--- config.mk ---
export PLATFORM = sky130hd
export DESIGN_NAME = periodic_task_slot_scheduler
export DESIGN_NICKNAME = d
export VERILOG_FILES = /design/src/design/pts_pkg.sv /design/src/design/pts_slot_mem.sv /design/src/design/pts_seq.sv /design/src/design/periodic_task_slot_scheduler.sv
export SDC_FILE = /design/constraint.sdc
export NUM_CORES = 2
export LEC_CHECK = 0
export BUFFER_PORTS_ARGS = -buffer_cell sky130_fd_sc_hd__buf_4
export CORE_ASPECT_RATIO = 0.75
export CORE_UTILIZATION = 35
export CTS_CLUSTER_SIZE = 25
export DETAILED_ROUTE_END_ITERATION = 8
export GPL_TIMING_DRIVEN = 1
export PLACE_DENSITY_LB_ADDON = 0.3
export SLEW_MARGIN = 20
export SYNTH_ARGS = -nofsm -noshare
export SYNTH_HDL_FRONTEND = slang
export SYNTH_SLANG_ARGS = --single-unit
export TNS_END_PERCENT = 5
--- constraint.sdc ---
create_clock -name i_clk -period 8.9 [get_ports i_clk]
set_input_delay 0 -clock i_clk [delete_from_list [all_inputs] [get_ports i_clk]]
set_output_delay 0 -clock i_clk [all_outputs]
set_load 0.03 [all_outputs]
--- src/design/pts_pkg.sv ---
package pts_pkg;

    localparam int SLOTS_DEF = 16;
    localparam int MAX_OUT   = 16;
    localparam int TAG_W     = 16;
    localparam int TIME_W    = 32;
    localparam int RUN_W     = 8;
    localparam int CNT_W     = $clog2(MAX_OUT + 1);

    localparam logic [RUN_W-1:0] RUN_MAX = {RUN_W{1'b1}};

    typedef enum logic [1:0] {
        OP_TICK     = 2'd0,
        OP_ADD      = 2'd1,
        OP_DELETE   = 2'd2,
        OP_DISPATCH = 2'd3
    } t_op;

    typedef enum logic [2:0] {
        ST_DONE    = 3'd0,
        ST_FULL    = 3'd1,
        ST_INVALID = 3'd2,
        ST_READY   = 3'd3,
        ST_NONE    = 3'd4
    } t_status;

    typedef enum logic {
        S_IDLE,
        S_SCAN
    } t_state;

    typedef struct packed {
        t_op                op;
        logic [TAG_W-1:0]   task_tag;
        logic [TIME_W-1:0]  first_delay;
        logic [TIME_W-1:0]  repeat_period;
        logic [7:0]         target_slot;
    } t_item;

    typedef struct packed {
        t_status            status;
        logic [3:0]         slot_number;
        logic [TAG_W-1:0]   ready_tag;
        logic               last;
    } t_result;

    typedef struct packed {
        logic [TAG_W-1:0]   tag;
        logic [TIME_W-1:0]  delay;
        logic [TIME_W-1:0]  period;
        logic [RUN_W-1:0]   runs;
    } t_slot_rec;

endpackage

--- src/design/pts_slot_mem.sv ---
module pts_slot_mem
    import pts_pkg::*;
#(
    parameter int SLOTS = SLOTS_DEF,
    localparam int IDX_W = (SLOTS > 1) ? $clog2(SLOTS) : 1
) (
    input  logic              i_clk,
    input  logic              i_we,
    input  logic [IDX_W-1:0]  i_waddr,
    input  t_slot_rec         i_wdata,
    input  logic              i_re,
    input  logic [IDX_W-1:0]  i_raddr,
    output t_slot_rec         o_rdata
);

    // One write port and one read port; read data is registered, so it arrives in the cycle after the read.
    t_slot_rec r_mem [SLOTS];
    t_slot_rec r_rdata;

    always_ff @(posedge i_clk) begin
        if (i_we) begin
            r_mem[i_waddr] <= i_wdata;
        end
    end

    always_ff @(posedge i_clk) begin
        if (i_re) begin
            r_rdata <= r_mem[i_raddr];
        end
    end

    assign o_rdata = r_rdata;

endmodule

--- src/design/pts_seq.sv ---
module pts_seq
    import pts_pkg::*;
#(
    parameter int SLOTS = SLOTS_DEF,
    localparam int IDX_W = (SLOTS > 1) ? $clog2(SLOTS) : 1
) (
    input  logic              i_clk,
    input  logic              i_rst_n,
    input  logic              start,
    output logic              busy,
    input  t_item             i_item,
    output logic              o_strobe,
    output t_result           o_result,
    output logic              o_mem_we,
    output logic [IDX_W-1:0]  o_mem_waddr,
    output t_slot_rec         o_mem_wdata,
    output logic              o_mem_re,
    output logic [IDX_W-1:0]  o_mem_raddr,
    input  t_slot_rec         i_mem_rdata
);

    localparam logic [IDX_W-1:0] IDX_LAST = IDX_W'(SLOTS - 1);

    t_state             r_state, n_state;
    t_op                r_op, n_op;
    logic [IDX_W-1:0]   r_idx, n_idx;
    logic [CNT_W-1:0]   r_n, n_n;
    logic [SLOTS-1:0]   r_used, n_used;
    logic [SLOTS-1:0]   r_pend, n_pend;
    logic               r_out_valid, n_out_valid;
    t_result            r_out, n_out;

    logic               free_found;
    logic [IDX_W-1:0]   free_idx;
    logic [IDX_W-1:0]   del_idx;
    logic               del_ok;
    logic [SLOTS-1:0]   pend_above;
    t_slot_rec          rec;
    logic [RUN_W-1:0]   runs_dec;

    // Lowest free slot for an add.
    always_comb begin
        free_found = 1'b0;
        free_idx   = '0;
        for (int s = SLOTS - 1; s >= 0; s--) begin
            if (!r_used[s]) begin
                free_found = 1'b1;
                free_idx   = IDX_W'(s);
            end
        end
    end

    assign del_idx    = i_item.target_slot[IDX_W-1:0];
    assign del_ok     = ({1'b0, i_item.target_slot} < 9'(SLOTS)) && r_used[del_idx];
    assign pend_above = (r_pend >> r_idx) >> 1;
    assign rec        = i_mem_rdata;
    assign runs_dec   = rec.runs - 1'b1;

    always_comb begin
        n_state     = r_state;
        n_op        = r_op;
        n_idx       = r_idx;
        n_n         = r_n;
        n_used      = r_used;
        n_pend      = r_pend;
        n_out_valid = 1'b0;
        n_out       = '0;
        o_mem_we    = 1'b0;
        o_mem_waddr = r_idx;
        o_mem_wdata = rec;
        o_mem_re    = 1'b0;
        o_mem_raddr = '0;

        unique case (r_state)
            S_IDLE: begin
                if (start) begin
                    unique case (i_item.op)
                        OP_TICK, OP_DISPATCH: begin
                            n_op     = i_item.op;
                            n_state  = S_SCAN;
                            n_idx    = '0;
                            n_n      = '0;
                            o_mem_re = 1'b1;
                        end
                        OP_ADD: begin
                            n_out_valid = 1'b1;
                            n_out.last  = 1'b1;
                            if (free_found) begin
                                o_mem_we           = 1'b1;
                                o_mem_waddr        = free_idx;
                                o_mem_wdata.tag    = i_item.task_tag;
                                o_mem_wdata.delay  = i_item.first_delay;
                                o_mem_wdata.period = i_item.repeat_period;
                                o_mem_wdata.runs   = '0;
                                n_used[free_idx]   = 1'b1;
                                n_pend[free_idx]   = 1'b0;
                                n_out.status       = ST_DONE;
                                n_out.slot_number  = 4'(free_idx);
                            end else begin
                                n_out.status = ST_FULL;
                            end
                        end
                        OP_DELETE: begin
                            n_out_valid = 1'b1;
                            n_out.last  = 1'b1;
                            if (del_ok) begin
                                n_used[del_idx] = 1'b0;
                                n_pend[del_idx] = 1'b0;
                                n_out.status    = ST_DONE;
                            end else begin
                                n_out.status = ST_INVALID;
                            end
                        end
                        default: begin
                        end
                    endcase
                end
            end

            S_SCAN: begin
                // Read ahead the next slot while this one is written back.
                if (r_idx != IDX_LAST) begin
                    o_mem_re    = 1'b1;
                    o_mem_raddr = r_idx + 1'b1;
                    n_idx       = r_idx + 1'b1;
                end else begin
                    n_state = S_IDLE;
                end

                if (r_op == OP_TICK) begin
                    if (r_used[r_idx]) begin
                        o_mem_we = 1'b1;
                        if (rec.delay == '0) begin
                            if (rec.runs != RUN_MAX) begin
                                o_mem_wdata.runs = rec.runs + 1'b1;
                            end
                            if (rec.period != '0) begin
                                o_mem_wdata.delay = rec.period;
                            end
                            n_pend[r_idx] = 1'b1;
                        end else begin
                            o_mem_wdata.delay = rec.delay - 1'b1;
                        end
                    end
                    if (r_idx == IDX_LAST) begin
                        n_out_valid  = 1'b1;
                        n_out.status = ST_DONE;
                        n_out.last   = 1'b1;
                    end
                end else begin
                    if (r_pend[r_idx] && (r_n != CNT_W'(MAX_OUT))) begin
                        n_out_valid       = 1'b1;
                        n_out.status      = ST_READY;
                        n_out.slot_number = 4'(r_idx);
                        n_out.ready_tag   = rec.tag;
                        n_out.last        = (pend_above == '0) ||
                                            (r_n == CNT_W'(MAX_OUT - 1));
                        n_n               = r_n + 1'b1;
                        o_mem_we          = 1'b1;
                        o_mem_wdata.runs  = runs_dec;
                        if (rec.period == '0) begin
                            n_used[r_idx] = 1'b0;
                            n_pend[r_idx] = 1'b0;
                        end else begin
                            n_pend[r_idx] = (runs_dec != '0);
                        end
                    end else if ((r_idx == IDX_LAST) && (r_n == '0)) begin
                        n_out_valid  = 1'b1;
                        n_out.status = ST_NONE;
                        n_out.last   = 1'b1;
                    end
                end
            end

            default: begin
                n_state = S_IDLE;
            end
        endcase
    end

    always_ff @(posedge i_clk) begin
        if (!i_rst_n) begin
            r_state     <= S_IDLE;
            r_op        <= OP_TICK;
            r_idx       <= '0;
            r_n         <= '0;
            r_used      <= '0;
            r_pend      <= '0;
            r_out_valid <= 1'b0;
        end else begin
            r_state     <= n_state;
            r_op        <= n_op;
            r_idx       <= n_idx;
            r_n         <= n_n;
            r_used      <= n_used;
            r_pend      <= n_pend;
            r_out_valid <= n_out_valid;
        end
    end

    always_ff @(posedge i_clk) begin
        r_out <= n_out;
    end

    assign busy     = (r_state != S_IDLE);
    assign o_strobe = r_out_valid;
    assign o_result = r_out;

endmodule

--- src/design/periodic_task_slot_scheduler.sv ---
// Periodic task slot scheduler. A beat is accepted when start is high and
// busy is low; every beat produces one or more result beats, each shown on
// o_result for exactly one cycle with o_strobe high, the final one with last
// set. The receiver cannot stall, so it must take every strobed beat. An add
// or a delete is answered in the next cycle and busy never rises, so another
// beat may follow at once. A tick or a dispatch walks the slot memory one slot
// per cycle through its single read port and holds busy high until the last
// slot has been visited; only then can the next beat be accepted. Dispatch
// results stream out during the walk, at most one per cycle. No memory
// clearing pass follows reset: per-slot used bits in flip-flops mark which
// memory entries hold live data.

module periodic_task_slot_scheduler
    import pts_pkg::*;
#(
    parameter int SLOTS = SLOTS_DEF
) (
    input  logic     i_clk,
    input  logic     i_rst_n,
    input  logic     start,
    output logic     busy,
    input  t_item    i_item,
    output logic     o_strobe,
    output t_result  o_result
);

    // Slot index width; a single-slot table still uses one address bit.
    localparam int IDX_W = (SLOTS > 1) ? $clog2(SLOTS) : 1;

    // Memory port wiring between the sequencer and the slot table.
    logic              mem_we;
    logic [IDX_W-1:0]  mem_waddr;
    t_slot_rec         mem_wdata;
    logic              mem_re;
    logic [IDX_W-1:0]  mem_raddr;
    t_slot_rec         mem_rdata;

    // The sequencer owns the used and pending flags, decodes each beat and
    // performs the read-modify-write walk over the table. Reads run one slot
    // ahead of the write-back, so the same entry is never read and written
    // in the same cycle and no forwarding is needed.
    pts_seq #(
        .SLOTS (SLOTS)
    ) u_seq (
        .i_clk       (i_clk),
        .i_rst_n     (i_rst_n),
        .start       (start),
        .busy        (busy),
        .i_item      (i_item),
        .o_strobe    (o_strobe),
        .o_result    (o_result),
        .o_mem_we    (mem_we),
        .o_mem_waddr (mem_waddr),
        .o_mem_wdata (mem_wdata),
        .o_mem_re    (mem_re),
        .o_mem_raddr (mem_raddr),
        .i_mem_rdata (mem_rdata)
    );

    // The slot table holds tag, delay countdown, period and pending-run count
    // for every slot.
    pts_slot_mem #(
        .SLOTS (SLOTS)
    ) u_mem (
        .i_clk   (i_clk),
        .i_we    (mem_we),
        .i_waddr (mem_waddr),
        .i_wdata (mem_wdata),
        .i_re    (mem_re),
        .i_raddr (mem_raddr),
        .o_rdata (mem_rdata)
    );

endmodule

==> out/metrics.csv <==
metric,value,unit
DPL Wire Length,100,mm
total track usage,20.8,%
GRT overflow,0,
r2r startpoint,u_seq.r_used[0],
layout cells sized above 1,13.9,%
arrival time worst endpoint,6.06,ns
# DRC,0,
Fin Clk Skew,0.0257,ns
post-synthesis cell area,0.0653,mm²
Finished Layout Cells,7659,
die area,0.188,mm²
CTS Hold Buffers Added,65,
via count,44248,
hold path start,i_item[49],
Initial Util,35.4,%
DR vias/cell,5.78,
TritonCTS clock tree,yes,
ANT cells,0,
min Tclk post-route,5.63,ns
RSZ-0062 raised after global routing,false,
clock slew at the register clock pins of the worst setup and hold paths,0.06,ns
endpoints failing setup,0,
Synth Flop Type,edfxtp_1,
# H-tree levels,4,
CP Max Fanout,40,
failing checks,negative hold slack,
Post-CTS Setup Bufs,0,
setup TNS,0,ns
Leakage,25.1,nW
initial DRC count,5626,
HP Class,primary input to flop,
Final Max Tran Viols,0,
input/output buffers,118,
clock root cell,clkbuf_16,
Max Clk Rate,178,MHz
drt pass-1 iters,6,
gpl congestion,0.924,
CTS Buffer Depth,3,
Least-Margin Pin Slew,1.30,ns
number of routed nets with antenna violations,0,
FP Rows,136,
Worst IR Drop VDD,0.123,mV
hold slack,-0.00293,ns
setup slack after layout,3.27,ns
# resized after CTS,0,
# placed instances,7307,
Synthesized Nets,5100,
Fillers,16971,
Finished Cell Area,0.0746,mm²
Num CTS Buffers,154,
placed inst area,0.0689,mm²
number of flops mapped to enable cells by yosys,1496,
I/O pin cnt,119,
routed len/inst,26.0,µm
final hold viol count,3,
critical path type,flop to flop,
warnings from Yosys,0,
core area,0.184,mm²
first-pass GRT wire length,292,mm
max_cap viols,0,
Register Area,0.0463,mm²
Critical Path Start,u_seq.r_used[0],
die span in y,376,µm
largest net degree at the start of global routing,186,
Final Total Pwr,16.3,mW
Placement Setup Slack,3.38,ns
CP Capture Type,flop,
syn_area_per_cell,13.1,µm²
Final period util,63.3,%
status,"complete, but fails checks",
Layout area overhead,14.3,%
Final #Nets,5159,
clock latency at the later pin of the worst-skew pair,0.80,ns
Mapped Cells,4994,
number of global-route vias before repair,42397,
Yosys cell types,94,
Sink Count,1565,
CP startpoint kind,flop,
total wire length,199,mm
Worst Path Required,9.32,ns
sequential cell area fraction in the yosys report,70.9,%
Multi-input gate area,0.0176,mm²
post-synthesis register bit count,1565,
Power Density,218,mW/mm²
Die Wd,501,µm
Slew HR,13.3,%
antenna violations before repair,4,
Async SR Flop Fraction,0,%
path summary, 6_finish.rpt:
kind | cells past startpoint | to | slack, ns
worst min-delay path | 3 | u_mem.r_mem[0][49] | -0.003
worst min register to register | 1 | u_seq.o_result[6] | 0.47
worst max-delay path | 10 | u_mem.r_mem[11][63] | 3.27
worst max register to register | 10 | u_mem.r_mem[11][63] | 3.27
critical path, stage by stage, from the launching register on:
cell     delay [ns]
dfxtp_1        0.57
nand4_1        0.33
or4_1          0.71
nand3_4        0.40
buf_4          0.67
nand2_1        0.17
o21ai_1        0.36
nand2_1        0.28
nor3_2         0.29
buf_4          0.73
buf_4          0.69
cell type report:
| class | instances | share of cell area, % |
|---|---|---|
| Clock buffer | 192 | 5.51 |
| Clock inverter | 86 | 1.11 |
| Inverter | 25 | 0.142 |
| Multi-Input combinational cell | 3021 | 23.6 |
| Sequential cell | 1565 | 62.0 |
| Tap cell | 2484 | 4.16 |
| Timing Repair Buffer | 286 | 3.40 |
sequential cells by signal, summed over array words and instances, names as in the netlist:
register and flops:
u_mem.r_mem 1408, u_mem.o_rdata 88, u_seq.o_result 24, u_seq.r_pend 16, u_seq.r_used 16, u_seq.r_n 5
u_seq.r_idx 4, u_seq.r_op 2, u_seq.busy 1, u_seq.o_strobe 1
placed cells by master (no fill, tap or decap), types with 69 or more instances in the layout:
cell type / synthesis / routed
buf_4: 7 / 196
edfxtp_1: 1496 / 1496
nand2_1: 1015 / 1010
a21oi_1: 247 / 245
or2_2: 178 / 178
o221ai_1: 360 / 356
nor2_1: 73 / 69
a31oi_1: 204 / 196
clkbuf_16: 0 / 158
dlygate4sd3_1: 0 / 72
mux2i_1: 124 / 124
nand3_1: 401 / 400
cell usage after synthesis (4+ instances only):
library cell  instances  area share [%]
o32ai_1               4           0.054
o22ai_1              19            0.18
or2_2               178             1.7
nand2_1            1015             5.8
o211ai_1             12            0.14
buf_4                 7           0.080
buf_1                11           0.063
or3_1                 4           0.038
nor4_1               14            0.13
buf_2                20            0.15
a211oi_1             10            0.11
dfxtp_1              69             2.1
o221ai_1            360             4.8
mux4_2               11            0.38
and3_1               14            0.13
nor2_1               73            0.42
ha_1                 13            0.25
nor3_1               40            0.31
o31ai_1               7           0.080
a21o_1                8           0.092
mux2i_1             124             1.9
xor2_1                8            0.11
and2_1               21            0.20
buf_6                 5           0.086
inv_1                23            0.13
clkbuf_1            340             2.0
nor2b_1               9           0.086
nand4_1              20            0.19
a31oi_1             204             2.0
a221oi_1              9            0.12
xnor2_1               8            0.11
o21ai_0              57            0.44
o21ai_1              12           0.092
a21oi_2              12            0.16
or4_1                 4           0.046
a22oi_1              15            0.17
edfxtp_1           1496              69
a21oi_1             247             1.9
nand3_1             401             3.1
metal layers:
metal  share of wire, %  track usage (%)  vias to the layer above
met4                2.4             5.81                        0
met2                 45             31.7                     2130
met3                8.9             3.81                      308
met1                 44             30.2                    22518
met5                  0                0                        -
li1                   -                -                    19292
where the power goes:
| part | switching [mW] | leakage [nW] | internal [mW] | total (mW) |
|---|---|---|---|---|
| combinational | 0.891 | 8.56 | 0.324 | 1.21 |
| clock | 2.83 | 2.43 | 3.69 | 6.52 |
| sequential | 0.133 | 14.1 | 8.40 | 8.54 |
| total | 3.85 | 25.1 | 12.4 | 16.3 |
logic make-up (layout without fill, tap and decap cells):
logic type	after synthesis	in the layout	share of synthesized area (%)
buffers and inverters	408	589	2.48
multiplexers	137	137	2.32
flip-flops	1565	1565	70.9
XOR/XNOR	16	16	0.215
AND/OR/NAND/NOR	1828	1828	12.7
adder cells (fa/ha/maj)	13	13	0.249
AO/OA/AOI/OAI	1027	1027	11.1
metrics by stage:
step / hold WS (ns) / util [%]
floorplan: 0.147 / -
global placement: 0.303 / 37.4
detailed placement: 0.312 / 37.4
CTS: 0.000452 / 40.4
global route: 0.0147 / 40.5
finish: -0.00293 / 40.5
(Power assumes the default switching activity.)
